==> config.mk <==
export PLATFORM = sky130hd
export DESIGN_NAME = psc_ctrl
export DESIGN_NICKNAME = d
export VERILOG_FILES = /design/src/hdl/psc_pkg.sv /design/src/hdl/psc_ctrl.sv
export SDC_FILE = /design/constraint.sdc
export NUM_CORES = 1
export LEC_CHECK = 0
export BUFFER_PORTS_ARGS = -buffer_cell sky130_fd_sc_hd__buf_2
export CAP_MARGIN = 20
export CORE_AREA = 2 2 39 41
export DETAILED_ROUTE_END_ITERATION = 12
export DIE_AREA = 0 0 41 43
export SYNTH_ARGS = -nofsm -noshare
export SYNTH_HDL_FRONTEND = slang
export SYNTH_SLANG_ARGS = --single-unit
==> constraint.sdc <==
create_clock -name clk -period 1.3 [get_ports clk]
set_input_delay 0.195 -clock clk [delete_from_list [all_inputs] [get_ports clk]]
set_output_delay 0.195 -clock clk [all_outputs]
set_load 0.01 [all_outputs]
==> src/hdl/psc_pkg.sv <==
// Shared widths, register codes and types of the pressure sensor compensation block.
package psc_pkg;

	// Field widths at the ports.
	localparam int RAW_W      = 24;
	localparam int COEF_W     = 16;
	localparam int CFG_IDX_W  = 3;
	localparam int TEMP_W     = 19;
	localparam int OUT_W      = 32;

	// Internal widths, sized from the value ranges of the compensation math.
	localparam int DT_W       = 25;  // D2 - C5*256
	localparam int MUL_W      = 42;  // dT times a calibration word
	localparam int SQ_W       = 50;  // dT squared
	localparam int SQ11_W     = 54;  // 11 * dT squared
	localparam int TSQ_W      = 40;  // square of a 20-bit temperature offset
	localparam int ACC_W      = 44;  // OFF, SENS and their second-order forms
	localparam int LO_W       = 22;  // low slice of SENS2 for the split multiply
	localparam int HI_W       = ACC_W - LO_W;
	localparam int PPL_W      = RAW_W + LO_W;
	localparam int PPH_W      = RAW_W + 1 + HI_W;
	localparam int PROD_W     = 64;
	localparam int DIFF_W     = 45;
	localparam int PRESS_W    = DIFF_W - 15;
	localparam int DPROD_W    = 46;

	localparam int NUM_STAGES = 9;

	// Compensation constants.
	localparam int T_REF      = 2000;
	localparam int T_VERY_LOW = -1500;
	localparam int P_ATM      = 101325;
	localparam int DEPTH_GAIN = 6703;

	// Configuration register indexes.
	typedef enum logic [CFG_IDX_W-1:0] {
		REG_SENS_BASE   = 3'd0,
		REG_OFFSET_BASE = 3'd1,
		REG_SENS_TEMP   = 3'd2,
		REG_OFFSET_TEMP = 3'd3,
		REG_REF_TEMP    = 3'd4,
		REG_TEMP_SLOPE  = 3'd5
	} psc_reg_idx_t;

	// Calibration words C1..C6.
	typedef struct packed {
		logic [COEF_W-1:0] c1;
		logic [COEF_W-1:0] c2;
		logic [COEF_W-1:0] c3;
		logic [COEF_W-1:0] c4;
		logic [COEF_W-1:0] c5;
		logic [COEF_W-1:0] c6;
	} psc_coeff_t;

	// First-order results handed to the second-order stages.
	typedef struct packed {
		logic [RAW_W-1:0]         d1;
		logic signed [TEMP_W-1:0] temp;
		logic signed [ACC_W-1:0]  off;
		logic signed [ACC_W-1:0]  sens;
		logic signed [TEMP_W-1:0] ti;
	} psc_first_t;

	// Second-order corrected values handed to the pressure stages.
	typedef struct packed {
		logic [RAW_W-1:0]         d1;
		logic signed [TEMP_W-1:0] temp2;
		logic signed [ACC_W-1:0]  off2;
		logic signed [ACC_W-1:0]  sens2;
	} psc_second_t;

endpackage

==> src/hdl/psc_ctrl.sv <==
// Pipeline control: per-stage valid bits and load enables that close bubbles under backpressure.
module psc_ctrl (
	input  logic                             clk,
	input  logic                             arst_n,
	input  logic                             in_valid,
	output logic                             in_ready,
	output logic                             out_valid,
	input  logic                             out_ready,
	output logic [psc_pkg::NUM_STAGES-1:0]   load
);
	import psc_pkg::*;

	logic [NUM_STAGES-1:0] stage_vld_q;

	// A stage loads when it is empty or when the stage after it moves on.
	always_comb begin
		load[NUM_STAGES-1] = !stage_vld_q[NUM_STAGES-1] || out_ready;
		for (int k = NUM_STAGES - 2; k >= 0; k--) begin
			load[k] = !stage_vld_q[k] || load[k+1];
		end
	end

	// Valid bits travel with the data.
	always_ff @(posedge clk or negedge arst_n) begin
		if (!arst_n) begin
			stage_vld_q <= '0;
		end else begin
			if (load[0]) begin
				stage_vld_q[0] <= in_valid;
			end
			for (int k = 1; k < NUM_STAGES; k++) begin
				if (load[k]) begin
					stage_vld_q[k] <= stage_vld_q[k-1];
				end
			end
		end
	end

	assign in_ready  = load[0];
	assign out_valid = stage_vld_q[NUM_STAGES-1];

endmodule

==> results by group <==
Clocking
  – Latest clock arrival within the worst-skew pair: 0.25 ns
  – Clock slew seen by the registers of the worst setup and hold paths: 0.06 ns
  – H-tree depth: 1
  – Clk root buf: clkbuf_4
  – Number of buffers created by CTS: 3
  – Clock tree from TritonCTS: done
  – Maximum clock path buffer count: 2
  – CTS Sinks: 9

Placement
  – Instance area after placement: 483 µm²
  – HPWL after detailed placement: 524 µm
  – Global placement routability congestion: 0.784
  – Post-placement setup slack: 0.00302 ns
  – Placed cells: 63
  – IO buf count: 14

Timing
  – Worst Hold Margin: 0.128 ns
  – Count of endpoints failing setup in the final report: 8
  – RSZ-0062 raised after global routing: yes
  – Min Tclk post-route: 1.40 ns
  – Fmax achieved: 0.714 GHz
  – Max-slew violation total from the final report: 0
  – Post-route fraction of the period consumed by the critical path: 108%
  – Accumulated negative setup slack: -0.482 ns
  – Smallest setup slack after layout: -0.100 ns
  – Max Clock Skew: 0.00405 ns
  – Least-Margin Pin Slew: 0.192 ns
  – Worst max-slew margin expressed relative to the limit: 87.2%
  – Hold Violations, Final: 0

Yosys
  – Cell Area, Synth: 398 µm²
  – Synthesized instance count: 33
  – Total of flip-flops plus latches after synthesis: 9
  – Fraction of the yosys area taken by sequential cells: 56.6%
  – Yosys warns: 0
  – Distinct cell type count after synthesis: 16
  – Mean instance size in the synthesized netlist: 12.1 µm²
  – Syn nets: 37

Floorplan
  – I/O Pins: 15
  – DIE AREA: 1760 µm²
  – Core Box Area: 1380 µm²
  – Height of the chip: 43 µm
  – Number of rows created at floorplan: 14
  – Die boundary width: 41 µm
  – Initial core utilization: 28.8%

Worst setup path
  – Worst reg2reg startpoint: stage_vld_q[7]
  – R2R setup slack: 0.05 ns
  – Buffer and inverter count on the worst path: 1
  – Arrival time at the worst endpoint: 1.21 ns
  – Reg2Reg Capture Point: stage_vld_q[4]
  – Cell with the largest stage delay on the worst path: dfrtp_1
  – Maximum single-stage delay on the critical path: 0.40 ns
  – Critical path, cell by cell: and4_4 -> nand4_1 -> buf_2
  – Critical-path maximum fanout: 6
  – Worst setup SP type: flip-flop
  – CP delay by family, top: flip-flops
  – Worst setup path class: reg2out
  – Worst-case reg-to-reg path depth: 4
  – Kind of capture point of the worst setup path: output port
  – Critical path required time: 1.11 ns

Power and ir drop
  – Worst VDD drop: 0.712 mV
  – Final Power: 884 µW
  – Leakage dissipation: 0.258 nW
  – Total power divided by cell area: 1570 nW/µm²

Global route
  – Antenna violations before repair: 0
  – Global-route total usage across every layer: 10.7%
  – Sum of overflow across all layers after global routing: 0
  – Maximum number of pins on one net before global-route repair: 10
  – Via count of the first global-routing pass: 283
  – Wire length of the first global-routing pass: 1260 µm

Layout
  – Area growth, synth to finish: 41.8%
  – Final cell utilization of the core: 40.8%
  – Number of nets in the layout: 62
  – Biggest register: stage_vld_q
  – Commonest non-fill, non-tap cell in the layout: buf_2
  – Most frequent cells in the layout: buf_2, dfrtp_1, buf_4
  – Final cell count without fillers: 73
  – Final design area excluding fillers: 564 µm²
  – Fraction of layout cells with a size suffix above 1: 52.6%
  – Diodes inserted: 0
  – Registers with the most flip-flops: stage_vld_q x9
  – Flip-flop count of the largest register, all copies and words added: 9

Drt
  – Total DRC errors in the routed layout: 0
  – Aggregate routed wire length: 833 µm
  – Average vias per placed instance: 4.75
  – 1st-pass router iterations: 1
  – Antenna Nets Post-Route: 0
  – Via total after detailed routing: 347
  – Violation count after the first detailed-routing iteration: 0
  – Average wire length per cell after detail routing: 11.4 µm

Min path
  – Class of the most critical hold timing path: in2reg
  – Hold path cells: 2
  – Hold Path Origin: in_valid
  – Worst Hold Path EP: stage_vld_q[0]

Status
  – Outcome: finished with violations
  – Violated checks: negative setup slack

Job
  – Max-cap violations: 0
==> worst max path at each step <==
stage,start,end,depth (start not counted)
after CTS,stage_vld_q[8],load[0],3
after detailed placement,out_ready,load[0],4
final,stage_vld_q[3],load[0],3
after global placement,out_ready,in_ready,4
after global routing,stage_vld_q[8],in_ready,3
after floorplan,stage_vld_q[8],load[0],5
==> final cells by class <==
cell class | instances | area [µm²]
Timing Repair Buffer | 23 | 140
Sequential cell | 9 | 225
Tap cell | 16 | 20.0
Clock buffer | 4 | 26.3
Multi-Input combinational cell | 20 | 149
Fill cell | 141 | 820
Inverter | 1 | 3.75
==> synth_stat cells (all sizes together) <==
cell type	count	area share (%)
nand3	2	2.5
dfrtp	9	57
nand4	2	3.1
a31o	2	4.4
nand3b	1	1.9
and4b	1	2.5
a41o	2	5.0
a21o	2	3.8
buf	4	8.8
nand2	2	1.9
nand2b	3	4.7
or2	1	1.6
inv	1	0.94
and4	1	2.2
==> power by group <==
| part | total (mW) | switching [mW] | internal (mW) | leakage, nW |
|---|---|---|---|---|
| clock network | 0.212 | 0.0936 | 0.118 | 0.0150 |
| logic | 0.309 | 0.146 | 0.164 | 0.147 |
| registers | 0.363 | 0.0341 | 0.329 | 0.0956 |
==> cell families (layout without fill, tap and decap cells) <==
kind of cell    after synthesis  in the layout  synth area share (%)
simple gates                 13             14                  20.4
flops                         9              9                  56.6
compound gates                6              6                  13.2
buf+inv                       5             28                  9.75
==> per-layer routing <==
layer	GRT usage, %	routed length, µm
met1	17.6	441
met2	12.8	338
met3	1.57	53
met4	6.00	0
met5	0	0
==> what timing repair did <==
item                                    4_1_cts  5_1_grt
endpoints found under the hold margin         9        0
cloned                                        1        0
gates resized for setup                       4        0
hold buffers                                  1        0
pin swaps                                     4        4
endpoints found under the setup margin        8        8
buffers inserted                              0        4
(Power assumes the default switching activity.)
