==> src/hdl/psc_pkg.sv <==
// Shared widths, register codes and types of the pressure sensor compensation block.
package psc_pkg;

	// Field widths at the ports.
	localparam int RAW_W      = 24;
	localparam int COEF_W     = 16;
	localparam int CFG_IDX_W  = 3;
	localparam int TEMP_W     = 19;
	localparam int OUT_W      = 32;

	// Internal widths, sized from the value ranges of the compensation math.
	localparam int DT_W       = 25;  // D2 - C5*256
	localparam int MUL_W      = 42;  // dT times a calibration word
	localparam int SQ_W       = 50;  // dT squared
	localparam int SQ11_W     = 54;  // 11 * dT squared
	localparam int TSQ_W      = 40;  // square of a 20-bit temperature offset
	localparam int ACC_W      = 44;  // OFF, SENS and their second-order forms
	localparam int LO_W       = 22;  // low slice of SENS2 for the split multiply
	localparam int HI_W       = ACC_W - LO_W;
	localparam int PPL_W      = RAW_W + LO_W;
	localparam int PPH_W      = RAW_W + 1 + HI_W;
	localparam int PROD_W     = 64;
	localparam int DIFF_W     = 45;
	localparam int PRESS_W    = DIFF_W - 15;
	localparam int DPROD_W    = 46;

	localparam int NUM_STAGES = 9;

	// Compensation constants.
	localparam int T_REF      = 2000;
	localparam int T_VERY_LOW = -1500;
	localparam int P_ATM      = 101325;
	localparam int DEPTH_GAIN = 6703;

	// Configuration register indexes.
	typedef enum logic [CFG_IDX_W-1:0] {
		REG_SENS_BASE   = 3'd0,
		REG_OFFSET_BASE = 3'd1,
		REG_SENS_TEMP   = 3'd2,
		REG_OFFSET_TEMP = 3'd3,
		REG_REF_TEMP    = 3'd4,
		REG_TEMP_SLOPE  = 3'd5
	} psc_reg_idx_t;

	// Calibration words C1..C6.
	typedef struct packed {
		logic [COEF_W-1:0] c1;
		logic [COEF_W-1:0] c2;
		logic [COEF_W-1:0] c3;
		logic [COEF_W-1:0] c4;
		logic [COEF_W-1:0] c5;
		logic [COEF_W-1:0] c6;
	} psc_coeff_t;

	// First-order results handed to the second-order stages.
	typedef struct packed {
		logic [RAW_W-1:0]         d1;
		logic signed [TEMP_W-1:0] temp;
		logic signed [ACC_W-1:0]  off;
		logic signed [ACC_W-1:0]  sens;
		logic signed [TEMP_W-1:0] ti;
	} psc_first_t;

	// Second-order corrected values handed to the pressure stages.
	typedef struct packed {
		logic [RAW_W-1:0]         d1;
		logic signed [TEMP_W-1:0] temp2;
		logic signed [ACC_W-1:0]  off2;
		logic signed [ACC_W-1:0]  sens2;
	} psc_second_t;

endpackage

==> src/hdl/psc_second_order.sv <==
// Stages 4 and 5: low and very-low temperature corrections of TEMP, OFF and SENS.
module psc_second_order (
	input  logic                  clk,
	input  logic [1:0]            load,
	input  psc_pkg::psc_first_t   first,
	output psc_pkg::psc_second_t  second
);
	import psc_pkg::*;

	psc_first_t               first_s4;
	logic                     low_s4;
	logic                     vlow_s4;
	logic signed [TSQ_W-1:0]  tsq_s4;
	logic signed [TSQ_W-1:0]  usq_s4;
	psc_second_t              second_s5;

	logic signed [TEMP_W:0]   t_w;
	logic signed [TEMP_W:0]   u_w;
	logic signed [ACC_W-1:0]  tsq_x;
	logic signed [ACC_W-1:0]  usq_x;
	logic signed [ACC_W-1:0]  offi_w;
	logic signed [ACC_W-1:0]  sensi_w;

	// Stage 4: squared distances from 20.00 degC and from -15.00 degC.
	assign t_w = (TEMP_W+1)'(first.temp) - (TEMP_W+1)'(T_REF);
	assign u_w = (TEMP_W+1)'(first.temp) - (TEMP_W+1)'(T_VERY_LOW);

	always_ff @(posedge clk) begin
		if (load[0]) begin
			first_s4 <= first;
			low_s4   <= first.temp < TEMP_W'(T_REF);
			vlow_s4  <= first.temp < TEMP_W'(T_VERY_LOW);
			tsq_s4   <= t_w * t_w;
			usq_s4   <= u_w * u_w;
		end
	end

	// Stage 5: OFFi = 31*t^2/8 (+17*u^2), SENSi = 63*t^2/32 (+9*u^2), all zero at or above 20 degC.
	always_comb begin
		tsq_x   = ACC_W'(tsq_s4);
		usq_x   = ACC_W'(usq_s4);
		offi_w  = ((tsq_x <<< 5) - tsq_x) >>> 3;
		sensi_w = ((tsq_x <<< 6) - tsq_x) >>> 5;
		if (vlow_s4) begin
			offi_w  = offi_w + (usq_x <<< 4) + usq_x;
			sensi_w = sensi_w + (usq_x <<< 3) + usq_x;
		end
	end

	always_ff @(posedge clk) begin
		if (load[1]) begin
			second_s5.d1    <= first_s4.d1;
			second_s5.temp2 <= low_s4 ? first_s4.temp - first_s4.ti : first_s4.temp;
			second_s5.off2  <= low_s4 ? first_s4.off - offi_w : first_s4.off;
			second_s5.sens2 <= low_s4 ? first_s4.sens - sensi_w : first_s4.sens;
		end
	end

	assign second = second_s5;

endmodule

==> config.mk <==
export PLATFORM = sky130hd
export DESIGN_NAME = psc_second_order
export DESIGN_NICKNAME = d
export VERILOG_FILES = /design/src/hdl/psc_pkg.sv /design/src/hdl/psc_second_order.sv
export SDC_FILE = /design/constraint.sdc
export NUM_CORES = 2
export LEC_CHECK = 0
export BUFFER_PORTS_ARGS = -buffer_cell sky130_fd_sc_hd__buf_2
export CORE_MARGIN = 4
export CORE_UTILIZATION = 30
export CTS_BUF_LIST = sky130_fd_sc_hd__clkbuf_16
export DETAILED_ROUTE_END_ITERATION = 8
export GPL_ROUTABILITY_DRIVEN = 1
export GPL_TIMING_DRIVEN = 1
export MAX_ROUTING_LAYER = met4
export PLACE_DENSITY_LB_ADDON = 0.05
export SYNTH_ARGS = -nofsm -noshare
export SYNTH_HDL_FRONTEND = slang
export SYNTH_SLANG_ARGS = --single-unit
==> constraint.sdc <==
create_clock -name clk -period 14.1 [get_ports clk]
set_input_delay 2.115 -clock clk [delete_from_list [all_inputs] [get_ports clk]]
set_output_delay 2.115 -clock clk [all_outputs]
set_load 0.05 [all_outputs]
==> impl_metrics.yaml <==
clocking:
  cts_tree: "yes"
  clkTransAtPathRegs_ps: 60
  clockBufferDepth: 3
  cts_setup_buffers: 0
  hold_buffers: 0
  cts_root_buf: "clkbuf_16"
  cts_sinks: 358
  cts_inserted_buffers: 49
  cts-resized-gates: 0
  htreeDepth: 2
  clk_latency_ps: 650
die:
  die_w_um: 435
  row_count: 156
  start_util: 0.302
  io_pins: 284
  die-area_um2: 189000
  core_um2: 181000
  dieHeight_um: 435
logic_synthesis:
  yosysMostFrequentCell: "inv_1"
  synth_top_cell_by_area: "fa_1"
  synth-main-ff-cell: "edfxtp_1"
  syn_avg_cell_area_um2: 9.79
  synth_cells: 5584
  synthTopCellsByArea: "fa_1 31%, edfxtp_1 20%, ha_1 11%"
  synth.top_cell.area_share: 0.312
  synth_cell_types: 80
  synth_common_cells: "1,194 x inv_1, 852 x fa_1, 480 x ha_1, 386 x nand2_1, 358 x edfxtp_1"
  synth-edff-count: 358
  yosys_warnings: 0
  yosysSeqAreaShare: 0.197
  async_reset_ff_frac: 0
  synth_area_um2: 54700
  synth_seq_cells: 358
place:
  placedInstanceArea_um2: 59100
  port_buffers: 283
  gp_congestion: 0.844
  dp_cells: 8178
  dp_hpwl_um: 140000
critical_path:
  cp_common_cell: "fa_1"
  crit_buf_inv: 7
  cp.arrival_ps: 12790
  worst_ep_required_time_ps: 14610
  slowest_delay_ps: 1170
  critPathKind: "input pin to flip-flop"
  rrSetupSlack_ps: 4540
  crit_path_end_kind: "flip-flop"
  cp_top_family: "adder cells"
  crit_fanout: 15
  critPathLaunchType: "input pin"
  crit_path_top_delay_cell: "a2111oi_0"
sta:
  rsz0062_at_grt: "false"
  setup_violations: 0
  max_freq_mhz: 81.4
  tightest_slew_ps: 1410
  skew_ps: 40.0
  slew_violations: 0
  period_needed_ps: 12280
  period_share: 0.871
  finalSetupTns_ps: 0
  slew_headroom: 0.0539
  final_hold_viol_count: 0
drt:
  vias: 38700
  drc: 0
  viasPerCell: 4.68
  detail-route-antenna-nets: 0
  wl_per_cell_um: 20.2
  wl_um: 167000
  topRoutingLayerUsed: "met4"
  drtIter0Drc: 1975
  dr_wl_met2_um: 79400
  dr.pass1.iters: 5
  dr_wl_met3_um: 5290
  met1_length_um: 78500
layout:
  nNetsFinal: 7344
  final.fill_count: 18800
  area_growth_pct: 11.3
  multi_input_area_um2: 39000
  post_route_cells_drive_above_1_share: 0.0902
  seq_area_um2: 10800
  stdcell_count: 8270
  final_core_util: 0.336
  fin_area_um2: 60800
flow_run:
  maxCapViolCount: 0
global_route:
  antenna_found_initial: 5
  grtUsageTotal: 0.184
  grt_max_degree: 131
  grt_pass1_wl_um: 259000
  grt_pass1_vias: 42300
  grt.overflow.total: 0
status:
  outcome: "complete, no violations"
worst_hold_path:
  hp-class: "flip-flop to flip-flop"
[registers in the layout, indices dropped and copies added (netlist names)]
| register | count |
|---|---|
| low_s4 | 1 |
| first_s4 | 150 |
| vlow_s4 | 1 |
| second | 131 |
| tsq_s4 | 38 |
| usq_s4 | 37 |
[metal layers]
layer | global-route usage | vias up
met5 | - | -
met4 | 0.0419 | 0
li1 | - | 18600
met2 | 0.303 | 650
met1 | 0.244 | 19300
met3 | 0.0196 | 144
[stage by stage]
step           hold WS, ps  setup WS [ps]
2_1_floorplan          400           2840
3_3_place_gp           401           1230
3_5_place_dp           405           1230
4_1_cts                418           1920
5_1_grt                421           1330
6_report               415           1820
[placed cells by master (no fill, tap or decap), drive strengths merged, types with 16 or more instances in the layout]
master | synthesis | layout
a21o | 176 | 176
fa | 852 | 852
o211ai | 17 | 17
and2 | 82 | 82
ha | 480 | 480
clkinv | 9 | 22
xor2 | 122 | 122
mux2 | 74 | 74
o21ai | 153 | 153
and3 | 26 | 26
buf | 13 | 339
nand3 | 69 | 69
nand2b | 53 | 53
nor2 | 328 | 328
xnor2 | 237 | 237
o31ai | 20 | 20
nand4 | 23 | 23
edfxtp | 358 | 358
inv | 1198 | 1212
a211oi | 26 | 26
o2111ai | 16 | 16
or3 | 24 | 24
o21bai | 34 | 34
nor3 | 45 | 45
mux2i | 46 | 46
a21oi | 326 | 326
a31oi | 39 | 39
nor2b | 45 | 45
nand2 | 386 | 386
clkbuf | 104 | 49
o21a | 33 | 33
[logic make-up after synthesis]
kind of cell | share of synthesized area
DFF | 0.197
xor gates and xnor gates | 0.0575
AOI/OAI and AO/OA | 0.112
buffers and inverters | 0.0909
and+or+nand+nor | 0.0969
muxes | 0.0237
other | 0.000137
adders and majority gates | 0.422
[path summary, 6_finish.rpt]
kind,from,to,cells after the start
worst min-delay path,first_s4[127]$_DFFE_PP_,second[108]$_DFFE_PP_,0
worst min register to register,first_s4[127]$_DFFE_PP_,second[108]$_DFFE_PP_,0
worst max register to register,tsq_s4[2]$_DFFE_PP_,second[43]$_DFFE_PP_,31
worst max-delay path,first[111],tsq_s4[32]$_DFFE_PP_,32
[area by class of cell]
cell class                 instances  area share
sequential                       358       0.177
tap                             2370      0.0488
clock inverter                    42     0.00831
inverter                        1207      0.0745
multi-input combinational       3904       0.641
clock buffer                      49      0.0202
antenna                            1   0.0000411
timing repair buffer             339      0.0309
Power is left out: the tool's default activity adds up to more than one toggle a clock period on the data nets, which glitch-free logic cannot reach.
