## config.mk

```make
export PLATFORM = sky130hd
export DESIGN_NAME = psc_pressure
export DESIGN_NICKNAME = d
export VERILOG_FILES = /design/src/hdl/psc_pkg.sv /design/src/hdl/psc_pressure.sv
export SDC_FILE = /design/constraint.sdc
export NUM_CORES = 2
export LEC_CHECK = 0
export ABC_CLOCK_PERIOD_IN_PS = 16300
export BUFFER_PORTS_ARGS = -buffer_cell sky130_fd_sc_hd__buf_4
export CELL_PAD_IN_SITES_DETAIL_PLACEMENT = 1
export CELL_PAD_IN_SITES_GLOBAL_PLACEMENT = 2
export CORE_AREA = 2 2 346 348
export CTS_BUF_LIST = sky130_fd_sc_hd__clkbuf_2 sky130_fd_sc_hd__clkbuf_4 sky130_fd_sc_hd__clkbuf_8
export DETAILED_ROUTE_END_ITERATION = 16
export DIE_AREA = 0 0 348 350
export GPL_ROUTABILITY_DRIVEN = 1
export GPL_TIMING_DRIVEN = 0
export HOLD_SLACK_MARGIN = 0.02
export PLACE_DENSITY = 0.87
export SKIP_LAST_GASP = 1
export SLEW_MARGIN = 20
export SYNTH_ARGS = -nofsm -noshare
export SYNTH_HDL_FRONTEND = slang
export SYNTH_SLANG_ARGS = --single-unit
```

## constraint.sdc

```tcl
create_clock -name clk -period 16.3 [get_ports clk]
set_clock_uncertainty 0.15 [all_clocks]
set_input_delay 3.26 -clock clk [delete_from_list [all_inputs] [get_ports clk]]
set_output_delay 3.26 -clock clk [all_outputs]
set_load 0.02 [all_outputs]
```

## src/hdl/psc_pkg.sv

```systemverilog
// Shared widths, register codes and types of the pressure sensor compensation block.
package psc_pkg;

	// Field widths at the ports.
	localparam int RAW_W      = 24;
	localparam int COEF_W     = 16;
	localparam int CFG_IDX_W  = 3;
	localparam int TEMP_W     = 19;
	localparam int OUT_W      = 32;

	// Internal widths, sized from the value ranges of the compensation math.
	localparam int DT_W       = 25;  // D2 - C5*256
	localparam int MUL_W      = 42;  // dT times a calibration word
	localparam int SQ_W       = 50;  // dT squared
	localparam int SQ11_W     = 54;  // 11 * dT squared
	localparam int TSQ_W      = 40;  // square of a 20-bit temperature offset
	localparam int ACC_W      = 44;  // OFF, SENS and their second-order forms
	localparam int LO_W       = 22;  // low slice of SENS2 for the split multiply
	localparam int HI_W       = ACC_W - LO_W;
	localparam int PPL_W      = RAW_W + LO_W;
	localparam int PPH_W      = RAW_W + 1 + HI_W;
	localparam int PROD_W     = 64;
	localparam int DIFF_W     = 45;
	localparam int PRESS_W    = DIFF_W - 15;
	localparam int DPROD_W    = 46;

	localparam int NUM_STAGES = 9;

	// Compensation constants.
	localparam int T_REF      = 2000;
	localparam int T_VERY_LOW = -1500;
	localparam int P_ATM      = 101325;
	localparam int DEPTH_GAIN = 6703;

	// Configuration register indexes.
	typedef enum logic [CFG_IDX_W-1:0] {
		REG_SENS_BASE   = 3'd0,
		REG_OFFSET_BASE = 3'd1,
		REG_SENS_TEMP   = 3'd2,
		REG_OFFSET_TEMP = 3'd3,
		REG_REF_TEMP    = 3'd4,
		REG_TEMP_SLOPE  = 3'd5
	} psc_reg_idx_t;

	// Calibration words C1..C6.
	typedef struct packed {
		logic [COEF_W-1:0] c1;
		logic [COEF_W-1:0] c2;
		logic [COEF_W-1:0] c3;
		logic [COEF_W-1:0] c4;
		logic [COEF_W-1:0] c5;
		logic [COEF_W-1:0] c6;
	} psc_coeff_t;

	// First-order results handed to the second-order stages.
	typedef struct packed {
		logic [RAW_W-1:0]         d1;
		logic signed [TEMP_W-1:0] temp;
		logic signed [ACC_W-1:0]  off;
		logic signed [ACC_W-1:0]  sens;
		logic signed [TEMP_W-1:0] ti;
	} psc_first_t;

	// Second-order corrected values handed to the pressure stages.
	typedef struct packed {
		logic [RAW_W-1:0]         d1;
		logic signed [TEMP_W-1:0] temp2;
		logic signed [ACC_W-1:0]  off2;
		logic signed [ACC_W-1:0]  sens2;
	} psc_second_t;

endpackage

```

## src/hdl/psc_pressure.sv

```systemverilog
// Stages 6 to 9: split D1*SENS2 multiply, pressure, and depth scaling.
module psc_pressure (
	input  logic                              clk,
	input  logic [3:0]                        load,
	input  psc_pkg::psc_second_t              second,
	output logic signed [psc_pkg::TEMP_W-1:0] temperature_centideg,
	output logic signed [psc_pkg::OUT_W-1:0]  pressure_centimbar,
	output logic signed [psc_pkg::OUT_W-1:0]  depth_mm
);
	import psc_pkg::*;

	logic signed [TEMP_W-1:0]  temp2_s6;
	logic signed [ACC_W-1:0]   off2_s6;
	logic [PPL_W-1:0]          pp_lo_s6;
	logic signed [PPH_W-1:0]   pp_hi_s6;
	logic signed [TEMP_W-1:0]  temp2_s7;
	logic signed [ACC_W-1:0]   off2_s7;
	logic signed [PROD_W-1:0]  prod_s7;
	logic signed [TEMP_W-1:0]  temp2_s8;
	logic signed [PRESS_W-1:0] press_s8;
	logic signed [TEMP_W-1:0]  temp2_s9;
	logic signed [PRESS_W-1:0] press_s9;
	logic signed [DPROD_W-1:0] dprod_s9;

	logic signed [PROD_W-1:0]  prod_hi_w;
	logic signed [PROD_W-1:0]  prod_lo_w;
	logic signed [DIFF_W-1:0]  diff_w;
	logic signed [PRESS_W:0]   pdelta_w;

	// Stage 6: D1 times the low and high slices of SENS2.
	always_ff @(posedge clk) begin
		if (load[0]) begin
			temp2_s6 <= second.temp2;
			off2_s6  <= second.off2;
			pp_lo_s6 <= PPL_W'(second.d1) * PPL_W'(second.sens2[LO_W-1:0]);
			pp_hi_s6 <= $signed({1'b0, second.d1}) * $signed(second.sens2[ACC_W-1:LO_W]);
		end
	end

	// Stage 7: recombine the partial products into the full D1*SENS2.
	assign prod_hi_w = PROD_W'(pp_hi_s6) <<< LO_W;
	assign prod_lo_w = $signed(PROD_W'(pp_lo_s6));

	always_ff @(posedge clk) begin
		if (load[1]) begin
			temp2_s7 <= temp2_s6;
			off2_s7  <= off2_s6;
			prod_s7  <= prod_hi_w + prod_lo_w;
		end
	end

	// Stage 8: P = ((D1*SENS2 >> 21) - OFF2) >> 15; its range stays inside 30 bits.
	assign diff_w = DIFF_W'(prod_s7 >>> 21) - DIFF_W'(off2_s7);

	always_ff @(posedge clk) begin
		if (load[2]) begin
			temp2_s8 <= temp2_s7;
			press_s8 <= PRESS_W'(diff_w >>> 15);
		end
	end

	// Stage 9: depth product (P - 1013.25 mbar) * gain.
	assign pdelta_w = (PRESS_W+1)'(press_s8) - (PRESS_W+1)'(P_ATM);

	always_ff @(posedge clk) begin
		if (load[3]) begin
			temp2_s9 <= temp2_s8;
			press_s9 <= press_s8;
			dprod_s9 <= pdelta_w * $signed(15'(DEPTH_GAIN));
		end
	end

	// Both pressure and depth lie well inside 32 bits, so the clamp reduces to sign extension.
	assign temperature_centideg = temp2_s9;
	assign pressure_centimbar   = OUT_W'(press_s9);
	assign depth_mm             = OUT_W'(dprod_s9 >>> 16);

endmodule

```

==> flow_summary.toml <==
[critical_path]
crit_start = "second[117]"
cp_top_family = "adder cells"
cp.depth = 24
cp_max_fo = 10
crit_top_cell = "fa_1"
cp.required_ns = 16.39
slowest_delay_ns = 0.78
regToRegStartpoint = "press_s8[0]$_DFFE_PP_"
crit_arrival_ns = 12.20
path_cells = "clkbuf_1 -> clkbuf_1 -> nand2_1 -> fa_1 -> inv_1 -> fa_1 -> fa_1 -> inv_1 -> fa_1 -> fa_1 -> inv_1 -> fa_1 -> fa_1 -> ha_1 -> nand4_1 -> nor2_1 -> nand4_1 -> a31oi_1 -> a41oi_1 -> o211ai_1 -> nand4_1 -> a31oi_1 -> mux2i_1 -> o2111ai_1"
cp-endpoint = "pp_hi_s6[39]$_DFFE_PP_"
r2r_slack_ns = 7.39
worstSetupStartpointType = "input pin"
worst-setup-path-type = "in -> reg"
crit_slowest_cell = "clkbuf_1"
path_buf_inv = 5
r2r.worst_path.cells = 27
worstReg2RegEnd = "dprod_s9[42]$_DFFE_PP_"
critPathCaptureType = "register"

[logic_synthesis]
synth_edf_count = 363
synthSimpleGateAreaFrac = 0.116
synth_xor_area_frac = 0.0345
ys.flop_type = "edfxtp_1"
synthAdderAreaFrac = 0.494
syn_inst = 5517
synth_top_family_by_area = "adder cells"
yosysUniqueCellTypes = 75
ys_warn_count = 0
synth_compound_area_frac = 0.0546
postSynth.asyncResetShare = 0
ys_ff_latch = 363
synth_area_per_cell_um2 = 10.0
yosys-top-cells-count = "inv_1 (1280), fa_1 (1036), nand2_1 (840)"
synth_fp_nets = 7215
synth_largest_area_cell = "fa_1"
synth_top_area_frac = 0.375
synth.area.top_cells = "fa_1 (38%), edfxtp_1 (20%), ha_1 (12%)"
netlist_area_mm2 = 0.0553
synth_most_common_cell = "inv_1"
ys_seq_area_frac = 0.197
muxShareOfSynthArea = 0.000725

[floorplan]
fp.dieArea_mm2 = 0.122
die_x_um = 348
start_util = 0.469
die_h_um = 350
coreArea_mm2 = 0.118
pin_count = 219
fp-row-count = 126

[clock_tree]
clockRootBuffer = "clkbuf_8"
hold_buffers = 0
clock-sinks = 363
clkTransAtPathRegs_ns = 0.07
numCtsBuffers = 50
cts_resized = 0
cts_htree_levels = 2
clock_path_buffers = 3
clock_latency_ns = 0.68
cts_tree = "built"
cts_setup_buffers = 0

[timing]
relSlewSlack = 0.179
hold_viol_final = 0
tightest_slew_ns = 1.23
tns_ns = 0
fin_ws_ns = 4.19
fmax_ghz = 0.0826
fin_crit_sh = 0.743
final-setup-viol-count = 0
min_period_ns = 12.11
report.final.slew_viol_count = 0
rsz0062_at_grt = "no"
holdWs_ns = 0.244

[layout]
fin_area_mm2 = 0.0598
drive_gt1_frac = 0.0546
multi_input_area_mm2 = 0.0387
syn_to_final_growth_pct = 8.20
fill_cells = 13267
regArea_mm2 = 0.0109
nets = 7467

[outcome]
status = "complete, no violations"

[global_route]
antenna_found_initial = 18
grt_pass1_vias = 43764
grt_max_degree = 107
grt_pass1_wl_um = 260000
grt-ovfl-total = 0
grt_use_total = 0.285

[placement]
portBuffers = 197
placed_cell_area_mm2 = 0.0588
pre_cts_ws_ns = 3.57
place_congestion = 0.968
place_hpwl_um = 144000

[min_path]
hold_class = "reg -> reg"

[detailed_routing]
drt_iter0_markers = 1951
viasPerCell = 5.34
via_count = 39302
first_pass_iters = 5
routedWlPerCell_um = 23.0
routed_wl_um = 169000
antenna_left = 0
drc_errors = 0

[job]
cap_violations = 0
-- how the worst min path moves through the flow --
stage                                       from  depth (start not counted)                                 to
final                     temp2_s7[17]$_DFFE_PP_                          0             temp2_s8[17]$_DFFE_PP_
after global routing       temp2_s8[0]$_DFFE_PP_                          0  temperature_centideg[0]$_DFFE_PP_
after CTS                 temp2_s7[17]$_DFFE_PP_                          0             temp2_s8[17]$_DFFE_PP_
after detailed placement   off2_s6[11]$_DFFE_PP_                          0              off2_s7[11]$_DFFE_PP_
after global placement     temp2_s8[4]$_DFFE_PP_                          0  temperature_centideg[4]$_DFFE_PP_
after floorplan             off2_s6[0]$_DFFE_PP_                          0               off2_s7[0]$_DFFE_PP_
-- cell usage in the layout (no fill, tap or decap), types with 30 or more instances in the layout --
master    netlist  final
inv_1        1280   1280
fa_1         1036   1036
nand2_1       840    840
ha_1          526    526
edfxtp_1      363    363
and2_1        270    270
clkbuf_1      211    208
buf_4           5    200
a21oi_1       141    140
xnor2_1       125    124
nor2_1        105    105
a21o_1         91     91
xor2_1         90     90
o21ai_0        80     80
clkbuf_8        0     50
nand3_1        37     37
nand2b_1       35     35
nand4_1        30     30
-- worst register-to-register path, delay by kind of cell, from the launching register on --
kind / cells / cell delay [ns]
buffers and inverters: 2 / 0.44
AOI/OAI and AO/OA: 10 / 2.25
and+or+nand+nor: 5 / 1.14
adders and majority gates: 8 / 3.41
xor gates and xnor gates: 2 / 0.72
DFF: 1 / 0.51
-- routing by layer --
metal,global-route usage,vias up,share of wire
met5,0,-,0.00030
li1,-,17313,-
met4,0.124,6,0.051
met3,0.0378,368,0.057
met2,0.506,1154,0.50
met1,0.346,20461,0.39
-- state kept, by name, indices dropped and copies added, names as in the netlist --
name / cells
off2_s6: 44
off2_s7: 44
prod_s7: 43
pp_hi_s6: 42
press_s8: 30
press_s9: 30
dprod_s9: 29
pp_lo_s6: 25
temp2_s6: 19
temp2_s7: 19
temp2_s8: 19
temperature_centideg: 19
-- cell families after synthesis --
kind of cell,Yosys count
adders and majority gates,1562
buffers and inverters,1499
and+or+nand+nor,1412
AOI/OAI and AO/OA,461
DFF,363
xor gates and xnor gates,216
muxes,4
-- layout make-up --
class,instances,share of cell area
multi-input cells,3655,0.648
plain buffers,218,0.0141
clock inverters,30,0.00370
repair buffers,200,0.0260
flip-flops and latches,363,0.182
clock buffers,61,0.0129
well taps,1536,0.0321
inverters,1281,0.0804
diodes,13,0.000544
-- through the flow --
step	std cells	util
floorplan	5517	-
global placement	7250	0.498
detailed placement	7253	0.499
CTS	7344	0.507
global route	7348	0.508
finish	7357	0.508
Power is left out: the tool's default activity adds up to more than one toggle a clock period on the data nets, which glitch-free logic cannot reach.
